<file path="src/sv/quaternion_attitude_integrator_core_defines.svh">
// Assertion macros for the quaternion attitude integrator
`ifndef QUATERNION_ATTITUDE_INTEGRATOR_CORE_DEFINES_SVH
`define QUATERNION_ATTITUDE_INTEGRATOR_CORE_DEFINES_SVH

`ifndef SYNTHESIS

`define QAI_ASSERT_NOW(lbl, ante, cons) \
  lbl: assert property (@(posedge clk) disable iff (!rst_n) (ante) |-> (cons)) \
    else $error("qai: same-cycle check failed");

`define QAI_ASSERT_NEXT(lbl, ante, cons) \
  lbl: assert property (@(posedge clk) disable iff (!rst_n) (ante) |=> (cons)) \
    else $error("qai: next-cycle check failed");

`else

`define QAI_ASSERT_NOW(lbl, ante, cons)

`define QAI_ASSERT_NEXT(lbl, ante, cons)

`endif

`endif

</file>
<file path="src/sv/qai_pkg.sv">
// Types and constants shared by the quaternion attitude integrator
package qai_pkg;

  localparam int QUAT_W     = 32;
  localparam int RATE_W     = 24;
  localparam int DT_W       = 24;
  localparam int DT_FRAC_BITS = 24;
  localparam int CFG_W      = 32;
  localparam int CFG_IDX_W  = 3;
  localparam int CNT_W      = 5;
  localparam int S_W        = 58;
  localparam int ACC_W      = 60;

  localparam logic [DT_W-1:0]            TIME_STEP_RST = 24'd167772;
  localparam logic [CNT_W-1:0]           LAST_STEP     = 5'd23;
  localparam logic signed [QUAT_W-1:0]   QUAT_MAX      = 32'sh7FFF_FFFF;
  localparam logic signed [QUAT_W-1:0]   QUAT_MIN      = 32'sh8000_0000;

  typedef enum logic [CFG_IDX_W-1:0] {
    REG_TIME_STEP = 3'd0,
    REG_INIT_W    = 3'd1,
    REG_INIT_X    = 3'd2,
    REG_INIT_Y    = 3'd3,
    REG_INIT_Z    = 3'd4
  } cfg_reg_t;

  typedef enum logic [2:0] {
    ST_IDLE,
    ST_RATE,
    ST_SCALE,
    ST_SUM,
    ST_WRITE
  } state_t;

  typedef struct packed {
    logic                     op;
    logic signed [RATE_W-1:0] rate_x;
    logic signed [RATE_W-1:0] rate_y;
    logic signed [RATE_W-1:0] rate_z;
  } in_word_t;

  typedef struct packed {
    logic signed [QUAT_W-1:0] att_w;
    logic signed [QUAT_W-1:0] att_x;
    logic signed [QUAT_W-1:0] att_y;
    logic signed [QUAT_W-1:0] att_z;
    logic                     saturated;
  } out_word_t;

  typedef struct packed {
    logic clear;
    logic rate_step;
    logic rate_last;
    logic scale_step;
    logic dt_bit;
  } lane_ctl_t;

  typedef struct packed {
    logic en;
    logic neg;
  } term_ctl_t;

endpackage

</file>
<file path="src/sv/qai_lane.sv">
// Bit-serial multiply-accumulate lane for one quaternion component
module qai_lane
  import qai_pkg::*;
#(
  parameter int RATE_FRAC_BITS = 16
) (
  input  logic                     clk,
  input  lane_ctl_t                ctl,
  input  logic signed [QUAT_W-1:0] op_a,
  input  logic signed [QUAT_W-1:0] op_b,
  input  logic signed [QUAT_W-1:0] op_c,
  input  term_ctl_t                term_a,
  input  term_ctl_t                term_b,
  input  term_ctl_t                term_c,
  input  logic signed [QUAT_W-1:0] old_q,
  output logic signed [QUAT_W-1:0] new_q,
  output logic                     sat
);

  localparam int RND_SHIFT = RATE_FRAC_BITS + DT_FRAC_BITS;
  localparam int OUT_SHIFT = RATE_FRAC_BITS + 1;
  localparam logic signed [ACC_W-1:0] ROUND_INIT =
    {{(ACC_W-1){1'b0}}, 1'b1} << RND_SHIFT;

  logic signed [ACC_W-1:0]  acc_r, acc_nxt;
  logic [RATE_W-1:0]        low_r, low_nxt;
  logic signed [S_W-1:0]    sreg_r, sreg_nxt;

  logic signed [ACC_W-1:0]  rsum, ssum, rate_acc, delta, wide;
  logic [RATE_W-1:0]        rate_low;
  logic                     ovf;

  function automatic logic signed [ACC_W-1:0] term_val(
    input logic signed [QUAT_W-1:0] q,
    input term_ctl_t                t
  );
    logic signed [ACC_W-1:0] e;
    e = ACC_W'(q);
    if (!t.en) begin
      return '0;
    end
    return t.neg ? -e : e;
  endfunction

  always_comb begin
    rsum     = acc_r + term_val(op_a, term_a) + term_val(op_b, term_b)
               + term_val(op_c, term_c);
    ssum     = acc_r + (ctl.dt_bit ? ACC_W'(sreg_r) : '0);
    rate_acc = rsum >>> 1;
    rate_low = {rsum[0], low_r[RATE_W-1:1]};
    acc_nxt  = acc_r;
    low_nxt  = low_r;
    sreg_nxt = sreg_r;
    if (ctl.clear) begin
      acc_nxt = '0;
      low_nxt = '0;
    end else if (ctl.rate_step) begin
      low_nxt = rate_low;
      if (ctl.rate_last) begin
        sreg_nxt = {rate_acc[S_W-RATE_W-1:0], rate_low};
        acc_nxt  = ROUND_INIT;
      end else begin
        acc_nxt = rate_acc;
      end
    end else if (ctl.scale_step) begin
      acc_nxt = ssum >>> 1;
    end
  end

  always_comb begin
    delta = acc_r >>> OUT_SHIFT;
    wide  = ACC_W'(old_q) + delta;
    ovf   = (wide[ACC_W-1:QUAT_W-1] != {(ACC_W-QUAT_W+1){wide[QUAT_W-1]}});
    sat   = ovf;
    if (ovf) begin
      new_q = wide[ACC_W-1] ? QUAT_MIN : QUAT_MAX;
    end else begin
      new_q = wide[QUAT_W-1:0];
    end
  end

  always_ff @(posedge clk) begin
    acc_r  <= acc_nxt;
    low_r  <= low_nxt;
    sreg_r <= sreg_nxt;
  end

endmodule

</file>
<file path="src/sv/quaternion_attitude_integrator_core.sv">
// Quaternion attitude integrator top level: control, state and output word
//
//   channel | direction | handshake        | word
//   in      | input     | in_valid/stall   | in_word_t  (op, rate_x/y/z)
//   out     | output    | out_valid/stall  | out_word_t (att_w..att_z, saturated)
//   cfg     | input     | cfg_we           | cfg_index, cfg_wdata
//
// Integrate word: the rate bits and then the time-step bits pass through
// the bit-serial lanes, then sum and write.
// Load word: goes straight to the write state. One word in flight; in_stall is high while busy.
// A result waiting on out_stall holds the core in the write state.
// Reset sets identity attitude and the register reset values.
module quaternion_attitude_integrator_core
  import qai_pkg::*;
#(
  parameter int QUAT_FRAC_BITS = 30,
  parameter int RATE_FRAC_BITS = 16
) (
  input  logic                 clk,
  input  logic                 rst_n,
  input  logic                 in_valid,
  output logic                 in_stall,
  input  in_word_t             in_data,
  output logic                 out_valid,
  input  logic                 out_stall,
  output out_word_t            out_data,
  input  logic                 cfg_we,
  input  logic [CFG_IDX_W-1:0] cfg_index,
  input  logic [CFG_W-1:0]     cfg_wdata
);

`include "quaternion_attitude_integrator_core_defines.svh"

  localparam logic signed [QUAT_W-1:0] QUAT_ONE =
    {{(QUAT_W-1){1'b0}}, 1'b1} << QUAT_FRAC_BITS;

  state_t                   state_r, state_nxt;
  logic [CNT_W-1:0]         cnt_r, cnt_nxt;
  logic [RATE_W-1:0]        rx_r, rx_nxt, ry_r, ry_nxt, rz_r, rz_nxt;
  logic [DT_W-1:0]          dt_r, dt_nxt;
  logic [DT_W-1:0]          time_step_r;
  logic signed [QUAT_W-1:0] init_r [4];
  logic signed [QUAT_W-1:0] att_r [4];
  logic signed [QUAT_W-1:0] att_nxt [4];
  logic                     sat_r, sat_nxt;
  logic                     out_valid_r, out_valid_nxt;
  out_word_t                out_data_r, out_data_nxt;

  lane_ctl_t                lctl;
  logic signed [QUAT_W-1:0] lane_q [4];
  logic [3:0]               lane_sat;
  logic                     accept, out_free, nt, bx, by, bz;

  assign accept    = in_valid && !in_stall;
  assign out_free  = !out_valid_r || !out_stall;
  assign in_stall  = (state_r != ST_IDLE);
  assign out_valid = out_valid_r;
  assign out_data  = out_data_r;
  assign nt        = (cnt_r == LAST_STEP);
  assign bx        = rx_r[0];
  assign by        = ry_r[0];
  assign bz        = rz_r[0];

  always_ff @(posedge clk) begin
    if (!rst_n) begin
      time_step_r <= TIME_STEP_RST;
      init_r[0]   <= QUAT_ONE;
      init_r[1]   <= '0;
      init_r[2]   <= '0;
      init_r[3]   <= '0;
    end else if (cfg_we) begin
      case (cfg_index)
        REG_TIME_STEP: time_step_r <= cfg_wdata[DT_W-1:0];
        REG_INIT_W:    init_r[0]   <= cfg_wdata;
        REG_INIT_X:    init_r[1]   <= cfg_wdata;
        REG_INIT_Y:    init_r[2]   <= cfg_wdata;
        REG_INIT_Z:    init_r[3]   <= cfg_wdata;
        default:       ;
      endcase
    end
  end

  always_comb begin
    state_nxt     = state_r;
    cnt_nxt       = cnt_r;
    rx_nxt        = rx_r;
    ry_nxt        = ry_r;
    rz_nxt        = rz_r;
    dt_nxt        = dt_r;
    att_nxt       = att_r;
    sat_nxt       = sat_r;
    out_valid_nxt = out_valid_r && out_stall;
    out_data_nxt  = out_data_r;
    lctl          = '0;
    case (state_r)
      ST_IDLE: begin
        if (accept) begin
          if (in_data.op) begin
            att_nxt   = init_r;
            sat_nxt   = 1'b0;
            state_nxt = ST_WRITE;
          end else begin
            rx_nxt     = in_data.rate_x;
            ry_nxt     = in_data.rate_y;
            rz_nxt     = in_data.rate_z;
            cnt_nxt    = '0;
            lctl.clear = 1'b1;
            state_nxt  = ST_RATE;
          end
        end
      end
      ST_RATE: begin
        lctl.rate_step = 1'b1;
        lctl.rate_last = nt;
        rx_nxt         = rx_r >> 1;
        ry_nxt         = ry_r >> 1;
        rz_nxt         = rz_r >> 1;
        cnt_nxt        = cnt_r + 1'b1;
        if (nt) begin
          cnt_nxt   = '0;
          dt_nxt    = time_step_r;
          state_nxt = ST_SCALE;
        end
      end
      ST_SCALE: begin
        lctl.scale_step = 1'b1;
        lctl.dt_bit     = dt_r[0];
        dt_nxt          = dt_r >> 1;
        cnt_nxt         = cnt_r + 1'b1;
        if (nt) begin
          cnt_nxt   = '0;
          state_nxt = ST_SUM;
        end
      end
      ST_SUM: begin
        att_nxt   = lane_q;
        sat_nxt   = |lane_sat;
        state_nxt = ST_WRITE;
      end
      ST_WRITE: begin
        if (out_free) begin
          out_valid_nxt          = 1'b1;
          out_data_nxt.att_w     = att_r[0];
          out_data_nxt.att_x     = att_r[1];
          out_data_nxt.att_y     = att_r[2];
          out_data_nxt.att_z     = att_r[3];
          out_data_nxt.saturated = sat_r;
          state_nxt              = ST_IDLE;
        end
      end
      default: begin
        state_nxt = ST_IDLE;
      end
    endcase
  end

  always_ff @(posedge clk) begin
    if (!rst_n) begin
      state_r     <= ST_IDLE;
      cnt_r       <= '0;
      out_valid_r <= 1'b0;
      sat_r       <= 1'b0;
      att_r[0]    <= QUAT_ONE;
      att_r[1]    <= '0;
      att_r[2]    <= '0;
      att_r[3]    <= '0;
    end else begin
      state_r     <= state_nxt;
      cnt_r       <= cnt_nxt;
      out_valid_r <= out_valid_nxt;
      sat_r       <= sat_nxt;
      att_r       <= att_nxt;
    end
  end

  always_ff @(posedge clk) begin
    rx_r       <= rx_nxt;
    ry_r       <= ry_nxt;
    rz_r       <= rz_nxt;
    dt_r       <= dt_nxt;
    out_data_r <= out_data_nxt;
  end

  // d_w = -x*rx - y*ry - z*rz
  qai_lane #(.RATE_FRAC_BITS(RATE_FRAC_BITS)) u_lane_w (
    .clk    (clk),
    .ctl    (lctl),
    .op_a   (att_r[1]),
    .op_b   (att_r[2]),
    .op_c   (att_r[3]),
    .term_a ('{en: bx, neg: !nt}),
    .term_b ('{en: by, neg: !nt}),
    .term_c ('{en: bz, neg: !nt}),
    .old_q  (att_r[0]),
    .new_q  (lane_q[0]),
    .sat    (lane_sat[0])
  );

  // d_x = w*rx + y*rz - z*ry
  qai_lane #(.RATE_FRAC_BITS(RATE_FRAC_BITS)) u_lane_x (
    .clk    (clk),
    .ctl    (lctl),
    .op_a   (att_r[0]),
    .op_b   (att_r[2]),
    .op_c   (att_r[3]),
    .term_a ('{en: bx, neg: nt}),
    .term_b ('{en: bz, neg: nt}),
    .term_c ('{en: by, neg: !nt}),
    .old_q  (att_r[1]),
    .new_q  (lane_q[1]),
    .sat    (lane_sat[1])
  );

  // d_y = w*ry + z*rx - x*rz
  qai_lane #(.RATE_FRAC_BITS(RATE_FRAC_BITS)) u_lane_y (
    .clk    (clk),
    .ctl    (lctl),
    .op_a   (att_r[0]),
    .op_b   (att_r[3]),
    .op_c   (att_r[1]),
    .term_a ('{en: by, neg: nt}),
    .term_b ('{en: bx, neg: nt}),
    .term_c ('{en: bz, neg: !nt}),
    .old_q  (att_r[2]),
    .new_q  (lane_q[2]),
    .sat    (lane_sat[2])
  );

  // d_z = w*rz + x*ry - y*rx
  qai_lane #(.RATE_FRAC_BITS(RATE_FRAC_BITS)) u_lane_z (
    .clk    (clk),
    .ctl    (lctl),
    .op_a   (att_r[0]),
    .op_b   (att_r[1]),
    .op_c   (att_r[2]),
    .term_a ('{en: bz, neg: nt}),
    .term_b ('{en: by, neg: nt}),
    .term_c ('{en: bx, neg: !nt}),
    .old_q  (att_r[3]),
    .new_q  (lane_q[3]),
    .sat    (lane_sat[3])
  );

  `QAI_ASSERT_NEXT(a_go_rate, accept && !in_data.op, state_r == ST_RATE && cnt_r == '0)
  `QAI_ASSERT_NEXT(a_load, accept && in_data.op, state_r == ST_WRITE && !sat_r)
  `QAI_ASSERT_NEXT(a_result, state_r == ST_WRITE && out_free, out_valid_r && state_r == ST_IDLE)
  `QAI_ASSERT_NOW(a_busy, state_r == ST_RATE || state_r == ST_SCALE, cnt_r <= LAST_STEP && in_stall)

endmodule

</file>
<file path="config.mk">
export PLATFORM = sky130hd
export DESIGN_NAME = quaternion_attitude_integrator_core
export DESIGN_NICKNAME = d
export VERILOG_FILES = /design/src/sv/qai_pkg.sv /design/src/sv/qai_lane.sv /design/src/sv/quaternion_attitude_integrator_core.sv
export VERILOG_INCLUDE_DIRS = /design/src /design/src/sv
export SDC_FILE = /design/constraint.sdc
export NUM_CORES = 2
export LEC_CHECK = 0
export BUFFER_PORTS_ARGS = -buffer_cell sky130_fd_sc_hd__buf_4
export CAP_MARGIN = 25
export CORE_UTILIZATION = 40
export DETAILED_ROUTE_END_ITERATION = 8
export REMOVE_ABC_BUFFERS = 1
export SLEW_MARGIN = 20
export SYNTH_ARGS = -nofsm -noshare
export SYNTH_HDL_FRONTEND = slang
export SYNTH_SLANG_ARGS = --single-unit
</file>
<file path="constraint.sdc">
create_clock -name clk -period 14.4 [get_ports clk]
set_input_delay 2.88 -clock clk [delete_from_list [all_inputs] [get_ports clk]]
set_output_delay 2.88 -clock clk [all_outputs]
set_load 0.02 [all_outputs]
</file>
==> results.toml <==
[outcome]
status = "completed"

[clock_network]
clkLatencyLatePin_ps = 850
postCtsSetupRepairBufs = 0
ctsResizeCount = 0
clockRootBuffer = "clkbuf_16"
cts_hold_buf = 0
cts_buffer_depth = 3
htree_num_levels = 4
cts_tree = "built"
cts.sinks = 1075
cts_buffers = 136
clk_pin_slew_worst_paths_ps = 60

[routing]
drt-initial-drc-count = 9554
dr.pass1.iters = 8
routed-via-count = 87141
antenna_left = 0
avgViaCountPerCell = 5.92
routed_wl_um = 393000
drc_errors = 0
wire_per_inst_um = 26.7

[timing]
fin_skew_ps = 67.4
setup_viol = 0
worst_pin_slew_ps = 1170
max_freq_mhz = 98.3
setup_tns_ps = 0
maxSlewViolCount = 0
slew_headroom = 0.213
grt_setup_unrepaired = "false"
hold_violations = 0
finalWorstSetupSlack_ps = 4230
fin_crit_sh = 0.707
whs_ps = 433
min_period_ps = 10170

[setup_path]
r2r_slack_ps = 4230
r2r_start = "att_r[33]"
crit_path_max_incr_delay_ps = 600
critPathLaunchType = "flip-flop"
critPathArrivalTime_ps = 10800
reg2reg_depth = 34
critPathCaptureType = "flip-flop"
required_ps = 15030
cp_max_fo = 14
crit_path_top_delay_cell = "o21ai_0"
critical_path_class = "flip-flop to flip-flop"
r2r_end = "u_lane_w.acc_r[56]"

[logic_synthesis]
muxShareOfSynthArea = 0.00215
synth_simple_gate_area_share = 0.191
synth_xor_area_frac = 0.0690
synth_top_family_by_area = "compound AO/OA/AOI/OAI gates"
yosys_warnings = 0
async_flop_share = 0
synth_edf_count = 457
yosys_register_bits = 1075
synth_compound_area_frac = 0.213
synth_cell_type_count = 85
synth-main-ff-cell = "dfxtp_1"
synth_area_mm2 = 0.0956
seq_area_frac_synth = 0.273
avgSynthCellArea_um2 = 8.32
netlist_instances = 11488
synthAdderAreaFrac = 0.184

[min_path]
hold_depth = 0
hold_class = "flip-flop to flip-flop"
min-delay-start = "u_lane_x.low_r[1]"
holdPathEnd = "u_lane_x.sreg_r[0]"

[pwr]
power.density_mw_per_mm2 = 145
ir_worst_vdd_mv = 0.101
p_leak_nw = 47.5
power_mw = 15.2

[global_route]
grt_max_degree = 181
globalRouteTotalUtil = 0.317
antenna_found_initial = 29
grt_pass1_vias = 82163
grt_overflow = 0
grt_pass1_wl_um = 566000

[cells_and_area]
layout_common_cells = "nand2_1, inv_1, a21oi_1, ha_1, dfxtp_1"
drive_gt1_frac = 0.0624
fill_cells = 23523
final_common_cell = "nand2_1"
syn_to_final_growth_pct = 10.2
nNetsFinal = 12648
fin_cells = 14718

[floorplanning]
core_area_mm2 = 0.238
die_area_mm2 = 0.241
rows = 179
fp.dieH_um = 491
start_util = 0.402
io_pins = 244
die_x_um = 491

[placed_design]
dp_hpwl_um = 302000
dp.cells = 14441
port-buffer-count = 243
pre_cts_slack_ps = 4540
gp_congestion = 1.02

[job]
maxCapViolCount = 0
==> how the worst max path moves through the flow <==
| stage | from | end | slack, ps | cells after the start |
|---|---|---|---|---|
| 4_1_cts | att_r[33] | u_lane_w.acc_r[56] | 4420 | 34 |
| 5_1_grt | att_r[33] | u_lane_w.acc_r[56] | 3560 | 34 |
| 2_1_floorplan | cnt_r[0] | u_lane_w.sreg_r[0] | -1680 | 3 |
| 6_report | att_r[33] | u_lane_w.acc_r[56] | 4230 | 34 |
| 3_3_place_gp | att_r[33] | u_lane_w.acc_r[56] | 4550 | 34 |
| 3_5_place_dp | att_r[33] | u_lane_w.acc_r[56] | 4540 | 34 |
==> worst max-delay path: cells and delay by family (launching register included) <==
kind                     cells  cell delay (ps)
adder cells (fa/ha/maj)      4             1560
XOR/XNOR                     1              130
AND/OR/NAND/NOR             17             5070
flip-flops                   1              370
buffers and inverters        3              240
AO/OA/AOI/OAI                9             2600
==> per-layer routing <==
layer,vias up,wire [µm],part of all wire,track usage
met4,8,19600,0.050,0.148
met3,660,36500,0.093,0.0691
met1,42704,172000,0.44,0.438
met5,-,46,0.00012,0
li1,39882,-,-,-
met2,3887,166000,0.42,0.466
==> flip-flops by register name (all words and copies together) (netlist names), 58 cells and up <==
register         cells
u_lane_z.acc_r      59
u_lane_y.sreg_r     58
u_lane_x.acc_r      59
init_r             128
u_lane_w.acc_r      59
att_r              128
out_data           129
u_lane_z.sreg_r     58
u_lane_w.sreg_r     58
u_lane_x.sreg_r     58
u_lane_y.acc_r      59
==> cells in the mapped netlist (20+ instances only) <==
| cell type | n | area [µm²] |
|---|---|---|
| a211oi_1 | 195 | 1460 |
| a21boi_0 | 251 | 1880 |
| a21o_1 | 388 | 2910 |
| a21oi_1 | 822 | 4110 |
| a221oi_1 | 190 | 1660 |
| a31oi_1 | 94 | 588 |
| and2_1 | 266 | 1660 |
| and3_1 | 297 | 1860 |
| and4_1 | 20 | 175 |
| buf_1 | 22 | 82.6 |
| clkbuf_1 | 588 | 2210 |
| dfxtp_1 | 618 | 12400 |
| edfxtp_1 | 457 | 13700 |
| fa_1 | 480 | 9610 |
| ha_1 | 641 | 8020 |
| inv_1 | 1075 | 4040 |
| nand2_1 | 1400 | 5260 |
| nand2b_1 | 105 | 657 |
| nand3_1 | 166 | 831 |
| nand4_1 | 92 | 576 |
| nor2_1 | 504 | 1890 |
| nor2b_1 | 415 | 2600 |
| nor3_1 | 144 | 721 |
| nor4_1 | 35 | 219 |
| o211ai_1 | 97 | 728 |
| o21a_1 | 94 | 706 |
| o21ai_0 | 538 | 2690 |
| o21bai_1 | 87 | 653 |
| o221ai_1 | 20 | 175 |
| o22ai_1 | 45 | 282 |
| o31ai_1 | 54 | 405 |
| or2_2 | 30 | 188 |
| or3_1 | 149 | 932 |
| or4_1 | 22 | 165 |
| xnor2_1 | 483 | 4230 |
| xor2_1 | 270 | 2360 |
==> where the power goes <==
group          internal [mW]  switching (mW)  total, mW
Sequential              3.57           0.444       4.01
Combinational           2.66            4.93       7.60
Clock                   2.08            1.55       3.63
==> layout make-up <==
class                      instances  area (µm²)  area share
antenna                           22        55.1    0.000523
clock buffer                     183        3790      0.0360
clock inverter                    70         896     0.00851
inverter                        1075        4040      0.0383
multi-input combinational       8715       63300       0.601
sequential                      1075       26100       0.248
tap                             3167        3960      0.0376
timing repair buffer             411        3210      0.0305
==> metrics by stage <==
stage / utilization / area, µm²
after floorplan: - / 93200
after global placement: 0.423 / 100000
after detailed placement: 0.423 / 101000
after CTS: 0.443 / 105000
after global routing: 0.443 / 105000
final: 0.443 / 105000
==> logic make-up after synthesis <==
family                     after synthesis
adders and majority gates             1121
and+or+nand+nor                       3712
DFF                                   1075
AOI/OAI and AO/OA                     3109
buffers and inverters                 1698
xor gates and xnor gates               753
muxes                                   20
No activity file was read; power rests on OpenSTA's default activity.
